`src/sv/psg_tone_noise_stereo_mixer_assert.svh`:
```
// Assertion macros shared by the sound generator RTL.
// Expects a clock named clk and an active-low reset named rst_n in scope.
`ifndef PSG_TONE_NOISE_STEREO_MIXER_ASSERT_SVH
`define PSG_TONE_NOISE_STEREO_MIXER_ASSERT_SVH
// Same-cycle implication, masked while reset is held.
`define PSGTN_ASSERT_NOW(lbl, pre, post, msg) \
  lbl: assert property (@(posedge clk) disable iff (!rst_n) (pre) |-> (post)) \
    else $error(msg);
// Next-cycle implication, masked while reset is held.
`define PSGTN_ASSERT_NEXT(lbl, pre, post, msg) \
  lbl: assert property (@(posedge clk) disable iff (!rst_n) (pre) |=> (post)) \
    else $error(msg);
`endif

```
`src/sv/psgtn_pkg.sv`:
```
// Package for the tone/noise sound generator: codes, types, reset values and
// the attenuation-to-amplitude table. No dependencies.
`timescale 1ns / 1ps

package psgtn_pkg;

  localparam int          FRAC_BITS_DEF = 8;
  localparam logic [15:0] CPS_RESET     = 16'd20779;
  localparam logic [15:0] NOISE_SEED    = 16'h8000;
  localparam logic [7:0]  ROUTING_RESET = 8'hFF;
  localparam logic [3:0]  ATTEN_OFF     = 4'hF;
  localparam logic [1:0]  NOISE_CH      = 2'd3;

  // Noise rate codes and their fixed periods.
  localparam logic [1:0] NOISE_RATE_16  = 2'd0;
  localparam logic [1:0] NOISE_RATE_32  = 2'd1;
  localparam logic [1:0] NOISE_RATE_64  = 2'd2;
  localparam logic [1:0] NOISE_RATE_T2  = 2'd3;
  localparam logic [9:0] NOISE_PER_16   = 10'h010;
  localparam logic [9:0] NOISE_PER_32   = 10'h020;
  localparam logic [9:0] NOISE_PER_64   = 10'h040;

  // Configuration register index.
  localparam logic REG_CPS = 1'b0;

  typedef enum logic [1:0] {
    FUNC_DATA   = 2'd0,
    FUNC_STEREO = 2'd1,
    FUNC_TICK   = 2'd2,
    FUNC_NONE   = 2'd3
  } func_t;

  typedef enum logic [1:0] {
    ST_IDLE = 2'd0,
    ST_ADD  = 2'd1,
    ST_SUB  = 2'd2,
    ST_MIX  = 2'd3
  } state_t;

  typedef enum logic {
    ALU_ADD = 1'b0,
    ALU_SUB = 1'b1
  } alu_op_t;

  // Everything the mixer needs to know about the four channels.
  typedef struct packed {
    logic [3:0]      active;
    logic [3:0]      level;
    logic [3:0][3:0] atten;
    logic [7:0]      routing;
  } mix_in_t;

  function automatic logic [13:0] amp_of(input logic [3:0] atten);
    logic [13:0] amp;
    unique case (atten)
      4'd0:    amp = 14'd8192;
      4'd1:    amp = 14'd6507;
      4'd2:    amp = 14'd5168;
      4'd3:    amp = 14'd4105;
      4'd4:    amp = 14'd3261;
      4'd5:    amp = 14'd2590;
      4'd6:    amp = 14'd2057;
      4'd7:    amp = 14'd1634;
      4'd8:    amp = 14'd1298;
      4'd9:    amp = 14'd1031;
      4'd10:   amp = 14'd819;
      4'd11:   amp = 14'd650;
      4'd12:   amp = 14'd516;
      4'd13:   amp = 14'd410;
      4'd14:   amp = 14'd326;
      default: amp = 14'd0;
    endcase
    return amp;
  endfunction

endpackage

```
`src/sv/psgtn_alu.sv`:
```
// Shared add/subtract unit used for every counter step of the sequencer.
// Depends on psgtn_pkg for the operation code.
`timescale 1ns / 1ps

module psgtn_alu #(
  parameter int W = 23
) (
  input  psgtn_pkg::alu_op_t op,
  input  logic [W-1:0]       a,
  input  logic [W-1:0]       b,
  output logic [W-1:0]       res,
  output logic               ge
);

  logic [W:0] sum;
  logic [W:0] b_ext;
  logic       sub;

  assign sub   = (op == psgtn_pkg::ALU_SUB);
  assign b_ext = sub ? {1'b0, ~b} : {1'b0, b};
  assign sum   = {1'b0, a} + b_ext + {{W{1'b0}}, sub};
  assign res   = sum[W-1:0];
  // On a subtract the carry out is set exactly when a is not below b.
  assign ge    = sum[W];

endmodule

```
`src/sv/psgtn_mixer.sv`:
```
// Stereo mixer: routes signed channel amplitudes and saturates each sum to 16 bits.
// Depends on psgtn_pkg for the channel bundle type and the amplitude table.
`timescale 1ns / 1ps

module psgtn_mixer (
  input  psgtn_pkg::mix_in_t mix_i,
  output logic signed [15:0] left_o,
  output logic signed [15:0] right_o
);

  localparam int SUM_W = 18;
  localparam logic signed [SUM_W-1:0] SAT_MAX = 18'sd32767;
  localparam logic signed [SUM_W-1:0] SAT_MIN = -18'sd32768;

  logic signed [SUM_W-1:0] sum_l;
  logic signed [SUM_W-1:0] sum_r;

  always_comb begin
    logic signed [SUM_W-1:0] amp;
    logic signed [SUM_W-1:0] sgn;
    sum_l = '0;
    sum_r = '0;
    for (int i = 0; i < 4; i++) begin
      amp = $signed({4'b0, psgtn_pkg::amp_of(mix_i.atten[i])});
      sgn = mix_i.level[i] ? amp : -amp;
      if (mix_i.active[i] && mix_i.routing[4 + i]) begin
        sum_l = sum_l + sgn;
      end
      if (mix_i.active[i] && mix_i.routing[i]) begin
        sum_r = sum_r + sgn;
      end
    end
  end

  function automatic logic signed [15:0] sat16(input logic signed [SUM_W-1:0] v);
    logic signed [15:0] r;
    priority if (v > SAT_MAX) begin
      r = 16'sh7FFF;
    end else if (v < SAT_MIN) begin
      r = 16'sh8000;
    end else begin
      r = v[15:0];
    end
    return r;
  endfunction

  assign left_o  = sat16(sum_l);
  assign right_o = sat16(sum_r);

endmodule

```
`src/sv/psg_tone_noise_stereo_mixer.sv`:
```
// Top level of the three-tone plus noise sound generator with stereo mixer.
// Depends on psgtn_pkg, psgtn_alu, psgtn_mixer and the assertion macro header.
`timescale 1ns / 1ps
//
// Usage. The input channel (in_valid/in_ready, in_func, in_data_byte) carries
// one command per beat: a chip data byte write, a stereo routing write, or a
// sample tick. Only a tick produces a beat on the output channel (out_valid/
// out_ready, out_left_sample, out_right_sample). The APB-style port sets
// cycles_per_sample (8.8 style fixed point, FRAC_BITS fraction bits) at
// byte address 0; write it only while the block is idle.
//
// Timing. A write command leaves the block idle, so the next beat can follow
// directly. A tick runs the four channel counters through one shared adder:
// each silent channel takes one add step, each sounding channel takes an add
// step, one subtract step per threshold crossing (tone toggle or noise shift)
// and a last subtract step, and a final mix step loads the mixed sample.
// Shortening a period below a large leftover count adds one subtract step per
// extra crossing. in_ready is low while a tick is running.
//
// Reset (rst_n low at a clock edge) restores all chip registers, counters and
// the LFSR seed, and empties the output register. If the receiver stalls, the
// finished sample stays in the output register; further writes are still
// accepted, but the next tick waits in its mix step until the slot is free.

`include "psg_tone_noise_stereo_mixer_assert.svh"

module psg_tone_noise_stereo_mixer #(
  parameter int FRAC_BITS = psgtn_pkg::FRAC_BITS_DEF
) (
  input  logic               clk,
  input  logic               rst_n,
  // Command channel
  input  logic               in_valid,
  output logic               in_ready,
  input  logic [1:0]         in_func,
  input  logic [7:0]         in_data_byte,
  // Sample channel
  output logic               out_valid,
  input  logic               out_ready,
  output logic signed [15:0] out_left_sample,
  output logic signed [15:0] out_right_sample,
  // Configuration port
  input  logic               cfg_psel,
  input  logic               cfg_penable,
  input  logic               cfg_pwrite,
  input  logic [2:0]         cfg_paddr,
  input  logic [31:0]        cfg_pwdata,
  output logic [31:0]        cfg_prdata,
  output logic               cfg_pready
);

  // A counter stays below one threshold (period * 16 in fixed point, at most
  // 14 + FRAC_BITS bits) plus one increment, which is below 2^16.
  localparam int CNT_W = FRAC_BITS + 15;
  localparam int TH_SH = FRAC_BITS + 4;

  // Chip registers
  logic [15:0]           cps_r,          cps_nxt;
  logic [2:0][9:0]       tone_period_r,  tone_period_nxt;
  logic [2:0][3:0]       tone_atten_r,   tone_atten_nxt;
  logic [2:0]            tone_en_r,      tone_en_nxt;
  logic [2:0]            tone_level_r,   tone_level_nxt;
  logic [2:0]            noise_mode_r,   noise_mode_nxt;
  logic [3:0]            noise_atten_r,  noise_atten_nxt;
  logic [15:0]           noise_shift_r,  noise_shift_nxt;
  logic [7:0]            routing_r,      routing_nxt;
  logic [2:0]            latch_r,        latch_nxt;
  logic [CNT_W-1:0]      cnt_r [4];
  logic [CNT_W-1:0]      cnt_nxt [4];

  // Sequencer and output register
  psgtn_pkg::state_t     state_r,        state_nxt;
  logic [1:0]            ch_r,           ch_nxt;
  logic                  out_valid_r,    out_valid_nxt;
  logic signed [15:0]    out_left_r,     out_left_nxt;
  logic signed [15:0]    out_right_r,    out_right_nxt;

  // Control from the sequencer output decode
  logic                  in_accept;
  logic                  cfg_write;
  logic                  step_add;
  logic                  step_sub;
  logic                  ch_adv;
  logic                  mix_go;
  psgtn_pkg::alu_op_t    alu_op;

  // Datapath
  logic [3:0]            act;
  logic [9:0]            per_sel;
  logic [9:0]            per_nz;
  logic [CNT_W-1:0]      th;
  logic [CNT_W-1:0]      alu_b;
  logic [CNT_W-1:0]      alu_res;
  logic                  alu_ge;
  logic                  noise_fb;
  psgtn_pkg::mix_in_t    mix_in;
  logic signed [15:0]    mix_left;
  logic signed [15:0]    mix_right;

  assign in_accept  = in_valid && in_ready;
  assign cfg_pready = 1'b1;
  assign cfg_write  = cfg_psel && cfg_penable && cfg_pwrite && cfg_pready;
  assign cfg_prdata = (cfg_paddr[2] == psgtn_pkg::REG_CPS) ? {16'b0, cps_r} : '0;

  // A channel sounds when it is enabled and not fully attenuated.
  always_comb begin
    for (int i = 0; i < 3; i++) begin
      act[i] = tone_en_r[i] && (tone_atten_r[i] != psgtn_pkg::ATTEN_OFF);
    end
    act[3] = (noise_atten_r != psgtn_pkg::ATTEN_OFF);
  end

  // Period of the channel under work; the noise may borrow tone 2's period.
  always_comb begin
    unique case (ch_r)
      2'd0: per_sel = tone_period_r[0];
      2'd1: per_sel = tone_period_r[1];
      2'd2: per_sel = tone_period_r[2];
      default: begin
        unique case (noise_mode_r[1:0])
          psgtn_pkg::NOISE_RATE_16: per_sel = psgtn_pkg::NOISE_PER_16;
          psgtn_pkg::NOISE_RATE_32: per_sel = psgtn_pkg::NOISE_PER_32;
          psgtn_pkg::NOISE_RATE_64: per_sel = psgtn_pkg::NOISE_PER_64;
          default:                  per_sel = tone_period_r[2];
        endcase
      end
    endcase
  end

  // A zero period behaves as a period of one.
  assign per_nz = (per_sel == '0) ? 10'd1 : per_sel;
  assign th     = CNT_W'(per_nz) << TH_SH;
  assign alu_b  = (alu_op == psgtn_pkg::ALU_SUB) ? th : CNT_W'(cps_r);

  psgtn_alu #(
    .W (CNT_W)
  ) u_alu (
    .op  (alu_op),
    .a   (cnt_r[ch_r]),
    .b   (alu_b),
    .res (alu_res),
    .ge  (alu_ge)
  );

  // Feedback of the noise LFSR: tapped in white mode, plain rotate otherwise.
  assign noise_fb = noise_mode_r[2] ? (noise_shift_r[0] ^ noise_shift_r[3])
                                    : noise_shift_r[0];

  assign mix_in.active  = act;
  assign mix_in.level   = {noise_shift_r[0], tone_level_r};
  assign mix_in.atten   = {noise_atten_r, tone_atten_r[2], tone_atten_r[1], tone_atten_r[0]};
  assign mix_in.routing = routing_r;

  psgtn_mixer u_mixer (
    .mix_i   (mix_in),
    .left_o  (mix_left),
    .right_o (mix_right)
  );

  // Sequencer output decode.
  always_comb begin
    in_ready = 1'b0;
    alu_op   = psgtn_pkg::ALU_ADD;
    step_add = 1'b0;
    step_sub = 1'b0;
    ch_adv   = 1'b0;
    mix_go   = 1'b0;
    unique case (state_r)
      psgtn_pkg::ST_IDLE: begin
        in_ready = 1'b1;
      end
      psgtn_pkg::ST_ADD: begin
        step_add = act[ch_r];
        ch_adv   = !act[ch_r];
      end
      psgtn_pkg::ST_SUB: begin
        alu_op   = psgtn_pkg::ALU_SUB;
        step_sub = alu_ge;
        ch_adv   = !alu_ge;
      end
      psgtn_pkg::ST_MIX: begin
        mix_go = !out_valid_r || out_ready;
      end
      default: begin
        in_ready = 1'b0;
      end
    endcase
  end

  // Sequencer next state.
  always_comb begin
    state_nxt = state_r;
    unique case (state_r)
      psgtn_pkg::ST_IDLE: begin
        if (in_accept && (in_func == psgtn_pkg::FUNC_TICK)) begin
          state_nxt = psgtn_pkg::ST_ADD;
        end
      end
      psgtn_pkg::ST_ADD: begin
        if (step_add) begin
          state_nxt = psgtn_pkg::ST_SUB;
        end else if (ch_r == psgtn_pkg::NOISE_CH) begin
          state_nxt = psgtn_pkg::ST_MIX;
        end
      end
      psgtn_pkg::ST_SUB: begin
        if (ch_adv) begin
          state_nxt = (ch_r == psgtn_pkg::NOISE_CH) ? psgtn_pkg::ST_MIX : psgtn_pkg::ST_ADD;
        end
      end
      psgtn_pkg::ST_MIX: begin
        if (mix_go) begin
          state_nxt = psgtn_pkg::ST_IDLE;
        end
      end
      default: begin
        state_nxt = psgtn_pkg::ST_IDLE;
      end
    endcase
  end

  // Register updates: configuration, command decode, counter steps, output.
  always_comb begin
    cps_nxt         = cps_r;
    tone_period_nxt = tone_period_r;
    tone_atten_nxt  = tone_atten_r;
    tone_en_nxt     = tone_en_r;
    tone_level_nxt  = tone_level_r;
    noise_mode_nxt  = noise_mode_r;
    noise_atten_nxt = noise_atten_r;
    noise_shift_nxt = noise_shift_r;
    routing_nxt     = routing_r;
    latch_nxt       = latch_r;
    cnt_nxt         = cnt_r;
    ch_nxt          = ch_adv ? ch_r + 2'd1 : ch_r;
    out_left_nxt    = out_left_r;
    out_right_nxt   = out_right_r;
    out_valid_nxt   = out_valid_r && !out_ready;

    if (cfg_write && (cfg_paddr[2] == psgtn_pkg::REG_CPS)) begin
      cps_nxt = cfg_pwdata[15:0];
    end

    if (in_accept && (in_func == psgtn_pkg::FUNC_STEREO)) begin
      routing_nxt = in_data_byte;
    end

    if (in_accept && (in_func == psgtn_pkg::FUNC_DATA)) begin
      if (in_data_byte[7]) begin
        // Latch byte: channel in bits 6..5, volume flag in bit 4.
        latch_nxt = {in_data_byte[4], in_data_byte[6:5]};
        if (in_data_byte[6:5] != psgtn_pkg::NOISE_CH) begin
          for (int i = 0; i < 3; i++) begin
            if (in_data_byte[6:5] == 2'(i)) begin
              if (in_data_byte[4]) begin
                tone_atten_nxt[i] = in_data_byte[3:0];
                tone_en_nxt[i]    = (in_data_byte[3:0] != psgtn_pkg::ATTEN_OFF);
              end else begin
                tone_period_nxt[i][3:0] = in_data_byte[3:0];
                tone_en_nxt[i]          = 1'b1;
              end
            end
          end
        end else if (in_data_byte[4]) begin
          noise_atten_nxt = in_data_byte[3:0];
        end else begin
          // A noise control write restarts the generator from its seed.
          noise_mode_nxt  = in_data_byte[2:0];
          noise_shift_nxt = psgtn_pkg::NOISE_SEED;
          cnt_nxt[3]      = '0;
        end
      end else if ((latch_r[1:0] != psgtn_pkg::NOISE_CH) && !latch_r[2]) begin
        for (int i = 0; i < 3; i++) begin
          if (latch_r[1:0] == 2'(i)) begin
            tone_period_nxt[i][9:4] = in_data_byte[5:0];
            tone_en_nxt[i]          = 1'b1;
          end
        end
      end
    end

    if (step_add || step_sub) begin
      cnt_nxt[ch_r] = alu_res;
    end

    if (step_sub) begin
      if (ch_r == psgtn_pkg::NOISE_CH) begin
        noise_shift_nxt = {noise_fb, noise_shift_r[15:1]};
      end else begin
        for (int i = 0; i < 3; i++) begin
          if (ch_r == 2'(i)) begin
            tone_level_nxt[i] = !tone_level_r[i];
          end
        end
      end
    end

    if (mix_go) begin
      out_left_nxt  = mix_left;
      out_right_nxt = mix_right;
      out_valid_nxt = 1'b1;
    end
  end

  always_ff @(posedge clk) begin
    if (!rst_n) begin
      cps_r         <= psgtn_pkg::CPS_RESET;
      tone_period_r <= '0;
      tone_atten_r  <= '0;
      tone_en_r     <= '0;
      tone_level_r  <= '0;
      noise_mode_r  <= '0;
      noise_atten_r <= psgtn_pkg::ATTEN_OFF;
      noise_shift_r <= psgtn_pkg::NOISE_SEED;
      routing_r     <= psgtn_pkg::ROUTING_RESET;
      latch_r       <= '0;
      for (int i = 0; i < 4; i++) begin
        cnt_r[i] <= '0;
      end
      state_r       <= psgtn_pkg::ST_IDLE;
      ch_r          <= '0;
      out_valid_r   <= 1'b0;
    end else begin
      cps_r         <= cps_nxt;
      tone_period_r <= tone_period_nxt;
      tone_atten_r  <= tone_atten_nxt;
      tone_en_r     <= tone_en_nxt;
      tone_level_r  <= tone_level_nxt;
      noise_mode_r  <= noise_mode_nxt;
      noise_atten_r <= noise_atten_nxt;
      noise_shift_r <= noise_shift_nxt;
      routing_r     <= routing_nxt;
      latch_r       <= latch_nxt;
      for (int i = 0; i < 4; i++) begin
        cnt_r[i] <= cnt_nxt[i];
      end
      state_r       <= state_nxt;
      ch_r          <= ch_nxt;
      out_valid_r   <= out_valid_nxt;
    end
  end

  // Sample payload needs no reset; it is qualified by out_valid_r.
  always_ff @(posedge clk) begin
    out_left_r  <= out_left_nxt;
    out_right_r <= out_right_nxt;
  end

  assign out_valid        = out_valid_r;
  assign out_left_sample  = out_left_r;
  assign out_right_sample = out_right_r;

  // The channel pointer is back at the first tone whenever the block is idle.
  `PSGTN_ASSERT_NOW(a_idle_ch_zero, state_r == psgtn_pkg::ST_IDLE, ch_r == 2'd0, "channel pointer not cleared in idle")
  // A finished sample is held in the mix step while the output slot is full.
  `PSGTN_ASSERT_NEXT(a_mix_waits, (state_r == psgtn_pkg::ST_MIX) && out_valid_r && !out_ready, state_r == psgtn_pkg::ST_MIX, "mix step left while output blocked")
  // Leaving the mix step always presents a sample and returns to idle.
  `PSGTN_ASSERT_NEXT(a_mix_loads, (state_r == psgtn_pkg::ST_MIX) && (!out_valid_r || out_ready), out_valid_r && (state_r == psgtn_pkg::ST_IDLE), "mix step did not load sample")
  // Register writes never produce a sample.
  `PSGTN_ASSERT_NEXT(a_write_silent, in_valid && in_ready && (in_func != psgtn_pkg::FUNC_TICK), !$rose(out_valid_r), "write command produced a sample")

endmodule

```
`config.mk`:
```
export PLATFORM = sky130hd
export DESIGN_NAME = psg_tone_noise_stereo_mixer
export DESIGN_NICKNAME = d
export VERILOG_FILES = /design/src/sv/psgtn_pkg.sv /design/src/sv/psgtn_alu.sv /design/src/sv/psgtn_mixer.sv /design/src/sv/psg_tone_noise_stereo_mixer.sv
export VERILOG_INCLUDE_DIRS = /design/src /design/src/sv
export SDC_FILE = /design/constraint.sdc
export NUM_CORES = 1
export LEC_CHECK = 0
export BUFFER_PORTS_ARGS = -buffer_cell sky130_fd_sc_hd__buf_2
export CAP_MARGIN = 10
export CORE_ASPECT_RATIO = 1.75
export CORE_MARGIN = 1
export CORE_UTILIZATION = 50
export CTS_CLUSTER_DIAMETER = 40
export DETAILED_ROUTE_END_ITERATION = 7
export PLACE_DENSITY = 0.67
export SLEW_MARGIN = 20
export SYNTH_ARGS = -nofsm -noshare
export SYNTH_HDL_FRONTEND = slang
export SYNTH_HIERARCHICAL = 1
export SYNTH_SLANG_ARGS = --single-unit
```
`constraint.sdc`:
```
create_clock -name clk -period 10.3 [get_ports clk]
set_input_delay 0.515 -clock clk [delete_from_list [all_inputs] [get_ports clk]]
set_output_delay 0.515 -clock clk [all_outputs]
set_load 0.02 [all_outputs]
```
==> results of run 1 <==
==> cell type report <==
| cell class | instances | area, sq um |
|---|---|---|
| Clock inverter | 15 | 230 |
| Multi-Input combinational cell | 2035 | 14600 |
| Sequential cell | 227 | 4870 |
| Inverter | 99 | 372 |
| Timing Repair Buffer | 101 | 566 |
| Tap cell | 544 | 681 |
| Clock buffer | 37 | 805 |
| Fill cell | 3746 | 18100 |
==> cells in the final DEF, fill, tap and decap left out, types with 27 or more instances in the layout <==
cell type,count
nand2_1,337
dfxtp_1,193
a21oi_1,183
nor2_1,172
ha_1,159
mux2i_1,140
xnor2_1,128
o21ai_0,103
nor2b_1,97
inv_1,91
buf_2,82
xor2_1,77
nand3_1,62
nor3_1,34
a21boi_0,34
a21o_1,33
edfxtp_1,32
o21bai_1,30
clkbuf_16,28
mux4_2,27
==> sequential cells by signal, summed over array words and instances (netlist names), 4 cells and up <==
name              count
cps_r                16
mix_in               12
noise_shift_r        16
cnt_r                92
tone_period_r        30
routing_r             8
noise_atten_r         4
out_left_sample      16
out_right_sample     16
==> worst min-delay path, delay by kind of cell <==
| family | cells | cell delay (ns) |
|---|---|---|
| simple gates | 2 | 0.10 |
| buf+inv | 1 | 0.08 |
==> synth_stat cells, drive strengths merged (11+ instances only) <==
library cell,count,area share (%)
nand2,340,6.3
dfxtp,195,19
a21oi,191,4.9
nor2,172,3.2
ha,160,9.8
mux2i,142,7.0
xnor2,131,5.7
o21ai,108,2.7
nor2b,98,3.0
inv,96,1.8
clkbuf,92,1.7
xor2,78,3.4
nand3,63,1.6
buf,54,2.0
a21boi,35,1.3
nor3,35,0.88
a21o,33,1.2
edfxtp,32,4.7
o21bai,30,1.1
mux4,29,3.2
a31oi,26,0.93
o2bb2ai,25,1.1
and2,22,0.67
o31ai,20,0.73
and3,16,0.49
nand2b,16,0.49
nand4,16,0.49
nor3b,14,0.57
a41oi,13,0.59
nand3b,13,0.51
a31o,11,0.47
==> kinds of logic (layout without fill, tap and decap cells) <==
logic type	after synthesis	count (layout)
AO/OA/AOI/OAI	602	602
XOR/XNOR	210	210
adder cells (fa/ha/maj)	168	168
buffers and inverters	245	252
flip-flops	227	227
multiplexers	177	177
other	2	18
AND/OR/NAND/NOR	860	860
==> path summary, 6_finish.rpt <==
path                     endpoint           from  cells after the start
max reg2reg  out_right_sample[11]      mix_in[9]                     39
max          out_right_sample[11]      mix_in[9]                     39
min                      cps_r[5]  cfg_pwdata[5]                      3
min reg2reg             cnt_r[18]      cnt_r[18]                      1
==> metal layers <==
layer	routed length [um]	vias to the layer above	GRT usage (%)
met5	38	-	0
met4	4910	6	21.7
met3	2030	197	3.17
met2	30300	437	51.9
met1	20800	8615	27.1
li1	-	8838	-
==> power by group through the flow <==
stage / Sequential [mW] / Clock, mW / Combinational [mW]
finish: 0.937 / 1.07 / 0.589
global placement: 0.957 / 0 / 0.565
global route: 0.940 / 1.13 / 0.646
floorplan: 0.951 / 0 / 0.455
detailed placement: 0.957 / 0 / 0.577
CTS: 0.937 / 1.09 / 0.580
==> metrics by stage <==
stage               area [sq um]  setup slack (ns)  hold slack (ns)  util, %  instances
finish                     22100             0.723            0.127     55.0       3058
global route               22100          -0.00559            0.129     55.0       3058
CTS                        22000             0.734            0.105     54.9       3057
detailed placement         21000             0.716            0.441     52.3       3005
global placement           21000             0.815            0.437     52.3       3005
floorplan                  20500              2.14            0.424        -       2507
==> timing repair <==
item | in CTS | in global routing
setup endpoints to repair | 0 | 15
hold endpoints to repair | 0 | 0
hold buffers | 0 | 0
resized for setup | 0 | 3
setup buffers | 0 | 1
==> results by group, run 1 <==
Status
  • Status: finished clean

Floorplan
  • # rows: just under 100
  • Die Width: around 150 um
  • Die H: around 270 um
  • Starting density of the core: approximately half
  • Die area: 41800 sq um
  • Core ar.: roughly 40000 sq um
  • IO Count: about 120

Timing
  • Max_slew headroom: between 30% and 40%
  • Achievable frequency: roughly 100 MHz
  • Min Tclk post-route: 9.58 ns
  • Final-report hold violation count: 0
  • Pins over their slew limit: 0
  • Sum of negative setup slack: 0 ns
  • Clock Skew: just under 0.05 ns
  • Worst-Margin Slew: 1.01 ns
  • # setup viols final: 0
  • Final worst-path cycle share: between 90 and 100%

Logic synthesis
  • Synth Area per Inst: about 8.2 sq um
  • Xor and xnor fraction of the mapped netlist area: under 10%
  • Synth Area in Compound Gates: 20.2%
  • Mapped Area: between 20000 and 25000 sq um
  • Synth async-reset ratio: 0%
  • Cells after synthesis: around 2500
  • Yosys reg bits: roughly 230
  • Synth warn: 6
  • Synth Area in Adders: 10.5%
  • Ys flop type: dfxtp_1
  • Unique masters post-synth: 119
  • Post-synthesis simple-gate area fraction: between 20% and 30%
  • Largest family of logic cells by synthesized area: compound AO/OA/AOI/OAI gates
  • Post-synth EDFFs: 32
  • Mux cell area share after synthesis: 10.6%
  • Post-synthesis sequential area ratio: between 20% and 30%

Setup path
  • Worst R2R Setup Slack: approximately 0.72 ns
  • CP max stage delay: 0.64 ns
  • Startpoint Class: flip-flop
  • Worst-path maximum fanout: 14
  • Required time of the worst setup path: 10.73 ns
  • Element type at the critical path end: flip-flop
  • Top cell by count, worst path: a21oi_1
  • Crit path DAT: approximately 10 ns
  • Kind of critical path: flip-flop to flip-flop
  • Top Family by Delay on Critical Path: compound AO/OA/AOI/OAI gates
  • Slowest CP cell: o21ai_0
  • Buffers plus inverters on the worst setup path: 3

Layout
  • N_diodes: 0
  • Final nets: approximately 2700
  • Area delta synth->final: 7.85%
  • Ratio of cells with drive above 1 in the final layout: between 10% and 20%

Pwr
  • Clock share of power: 41.3%
  • Power Density: 118 nW/um^2
  • Int Power: around 1.8 mW
  • Comb power frac: between 20% and 30%
  • Switching Share: between 30% and 40%
  • Leak: 9.88 nW
  • Seq pwr share: between 30% and 40%
  • Maximum vdd drop: 0.000168 V
  • P_sw: slightly above 0.8 mW
  • PnR Total Power: between 2 and 3 mW

Detailed routing
  • Drt drc: 0
  • Detailed-route via count: 18100
  • Vias per inst: 5.92
  • Starting DRC count in detailed routing: just under 1000
  • Remaining antenna violation count: 0
  • Routed len/inst: 19.0 um
  • Final WL: 58.0 mm
  • Length of the first detailed-routing pass in iterations: 5

Clocking
  • TritonCTS buffer count: 28
  • Clk sinks: 227
  • Clk slew on worst S/H paths: ~0.070 ns
  • Clock Path Buffers: 3
  • TritonCTS clock tree: yes
  • CTS H-tree depth: 1
  • Clk root buf: clkbuf_16
  • Clock Latency Late Sink: about 0.6 ns

Global routing
  • Largest net degree at the start of global routing: about 110
  • Vias in the first global route: about 18000
  • Global-route wire length before repair: 92.2 mm
  • Initial antenna violation count: 3
  • Tot GR Track Use: 27.6%
  • Gr ovfl total: 0

Job
  • Max_cap viols: 0

Place
  • Number of port buffers: between 80 and 90
  • DP HPWL: 44.6 mm
  • GP Congestion: roughly 0.94

Worst hold path
  • Path type of the worst min-delay path: input port to flip-flop
No activity file was read; power rests on OpenSTA's default activity.
==> run 2: changes to the inputs <==
Clock period 10.3 ns to 9.4 ns, I/O delays scaled along.
==> results by group, run 2 (synthesized netlist as in run 1, its figures left out) <==
Layout
  • Area delta synth->final: 7.66%
  • Ratio of cells with drive above 1 in the final layout: 11.1% (+0.83 points)
  • Commonest non-fill, non-tap cells in the layout: nand2_1 (337), dfxtp_1 (192), a21oi_1 (179), nor2_1 (171), ha_1 (159)
  • Commonest non-fill, non-tap cell in the layout: nand2_1
  • Largest register FFs: 92 (unchanged)
  • Regs by FF count: cnt_r (92), tone_period_r (30)
  • Final Instance Area: 22000 sq um (-0.17%)
  • Final nets: 2730 (+0.70%)
  • Register bank with the most flops: cnt_r

Timing
  • Pins over their slew limit: 0 (unchanged)
  • Worst-Margin Slew: 1.04 ns (+0.0272 ns)
  • Sum of negative setup slack: 0 ns (unchanged)
  • Max_slew headroom: 30.7% (-1.7 points)
  • Achievable frequency: 114 MHz (+8.8%)
  • Clock Skew: 0.0474 ns (-0.00146 ns)
  • # setup viols final: 0 (unchanged)
  • Final worst-path cycle share: 93.6% (+0.63 points)
  • Min Tclk post-route: 8.80 ns (-0.778 ns)
  • Final-report hold violation count: 0 (unchanged)

Clocking
  • Clock Latency Late Sink: 0.57 ns (-0.03 ns)
  • Cts hold-fix bufs: 0 (unchanged)
  • TritonCTS clock tree: yes
  • TritonCTS buffer count: 26 (-7.1%)
  • Clk sinks: 227 (unchanged)
  • CTS H-tree depth: 1 (unchanged)
  • Clock Path Buffers: 3 (unchanged)
  • Clk slew on worst S/H paths: 0.06 ns (about the same)
  • Clk root buf: clkbuf_16

Worst hold path
  • Worst hold endpoint: cps_r[12]
  • Hold Crit Depth: 3 (unchanged)
  • Path type of the worst min-delay path: input port to flip-flop
  • HP Start: cfg_pwdata[12]

Setup path
  • Element type at the critical path end: flip-flop
  • Worst-path maximum fanout: 15 (+1)
  • Worst r2r src: mix_in[12]
  • Worst Reg-to-Reg Cells: 42 (+7.7%)
  • Worst R2R Setup Slack: 0.60 ns (-0.12 ns)
  • Crit path DAT: 9.09 ns (-0.92 ns)
  • CP max stage delay: 0.44 ns (-0.20 ns)
  • Kind of critical path: flip-flop to flip-flop
  • Slowest CP cell: fa_1
  • Required time of the worst setup path: 9.69 ns (-1.04 ns)
  • R2R Path End: out_left_sample[14]
  • Startpoint Class: flip-flop

Global routing
  • Largest net degree at the start of global routing: 102 (-3.8%)
  • Global-route wire length before repair: 93.4 mm (+1.3%)
  • Gr ovfl total: 0 (unchanged)
  • Initial antenna violation count: 5 (+2)
  • Vias in the first global route: 18100 (+0.72%)
  • Tot GR Track Use: 28.0% (+0.39 points)

Job
  • Max_cap viols: 0 (unchanged)

Detailed routing
  • Drt drc: 0 (unchanged)
  • Starting DRC count in detailed routing: 1002 (+1.7%)
  • Length of the first detailed-routing pass in iterations: 6 (+1)
  • Remaining antenna violation count: 0 (unchanged)
  • Routed len/inst: 19.2 um (+1.4%)
  • Vias per inst: 5.90 (-0.24%)
  • Detailed-route via count: 18100 (+0.15%)
  • Final WL: 59.0 mm (+1.8%)

Floorplan
  • Die Width: 155 um (unchanged)
  • Core ar.: 40200 sq um (unchanged)
  • Die area: 41800 sq um (unchanged)
  • Die H: 270 um (unchanged)
  • IO Count: 119 (unchanged)
  • # rows: 97 (unchanged)
  • Starting density of the core: 51.0% (unchanged)

Status
  • Status: finished clean

Place
  • Number of port buffers: 83 (unchanged)
  • GP Congestion: 0.939 (-0.58%)
  • Placed Area: 21200 sq um (+0.71%)
  • DP HPWL: 45.3 mm (+1.5%)

Pwr
  • Maximum vdd drop: 0.000196 V (+17%)
  • Power Density: 120 nW/um^2 (+1.8%)
  • Leak: 9.88 nW (about the same)
==> run 2: cell count changes in the layout (fill, tap and decap cells not counted), sizes merged <==
cell      delta
clkinvlp     +3
diode        +1
bufinv       -2
clkbuf       -8
buf         +21
inv          -4
clkinv       +1
==> run 2: worst max path at each step <==
stage	startpoint	end	slack, ns	cells past startpoint
after floorplan	mix_in[12]	out_left_sample[12]	1.24	42
after global placement	mix_in[12]	out_left_sample[6]	0.33	41
after detailed placement	mix_in[12]	out_left_sample[3]	0.22	42
after CTS	mix_in[12]	out_left_sample[4]	0.17	42
after global routing	mix_in[9]	out_left_sample[14]	-0.002	42
final	mix_in[12]	out_left_sample[14]	0.60	42
==> run 2: final cells by class <==
cell class                      instances  area [sq um]
Antenna cell                            1          2.50
Sequential cell                       227          4870
Fill cell                            3747         18100
Timing Repair Buffer                  122           714
Clock buffer                           29           664
Tap cell                              544           681
Inverter                               99           372
Clock inverter                         13           138
Multi-Input combinational cell       2035         14600
==> run 2: what timing repair did <==
item                       in CTS  in global routing
buffers inserted                0                  2
resized for setup               0                 15
setup endpoints to repair       0                 16
==> run 2: stage by stage <==
stage	power (mW)	cells	utilization, %	hold WS [ns]	setup WS, ns
after global routing	2.76	3070	54.9	0.122	-0.00232
final	2.64	3070	54.9	0.113	0.600
after global placement	1.67	3025	52.7	0.439	0.335
after CTS	2.65	3067	54.7	0.0930	0.167
after floorplan	1.54	2507	-	0.424	1.24
after detailed placement	1.68	3025	52.7	0.441	0.225
==> run 2: metal layers <==
metal | share of wire [%] | routed length, um | GRT usage, % | vias up
met5 | 0.058 | 34 | 0 | -
met4 | 7.6 | 4510 | 19.9 | 4
met3 | 3.3 | 1930 | 2.81 | 195
met2 | 53 | 31500 | 53.7 | 411
met1 | 36 | 21000 | 27.6 | 8644
li1 | - | - | - | 8866
==> run 2: worst max-delay path, delay by kind of cell (launching register included) <==
kind / cells / cell delay, ns
AOI/OAI and AO/OA: 18 / 3.32
xor gates and xnor gates: 6 / 1.19
adders and majority gates: 5 / 1.73
buffers and inverters: 5 / 0.61
DFF: 1 / 0.39
muxes: 1 / 0.30
and+or+nand+nor: 7 / 1.01
==> run 2: power breakdown <==
part	internal (mW)	switching [mW]	total, mW
Sequential	1.01	0.0171	1.03
Combinational	0.241	0.411	0.652
Clock	0.541	0.425	0.966
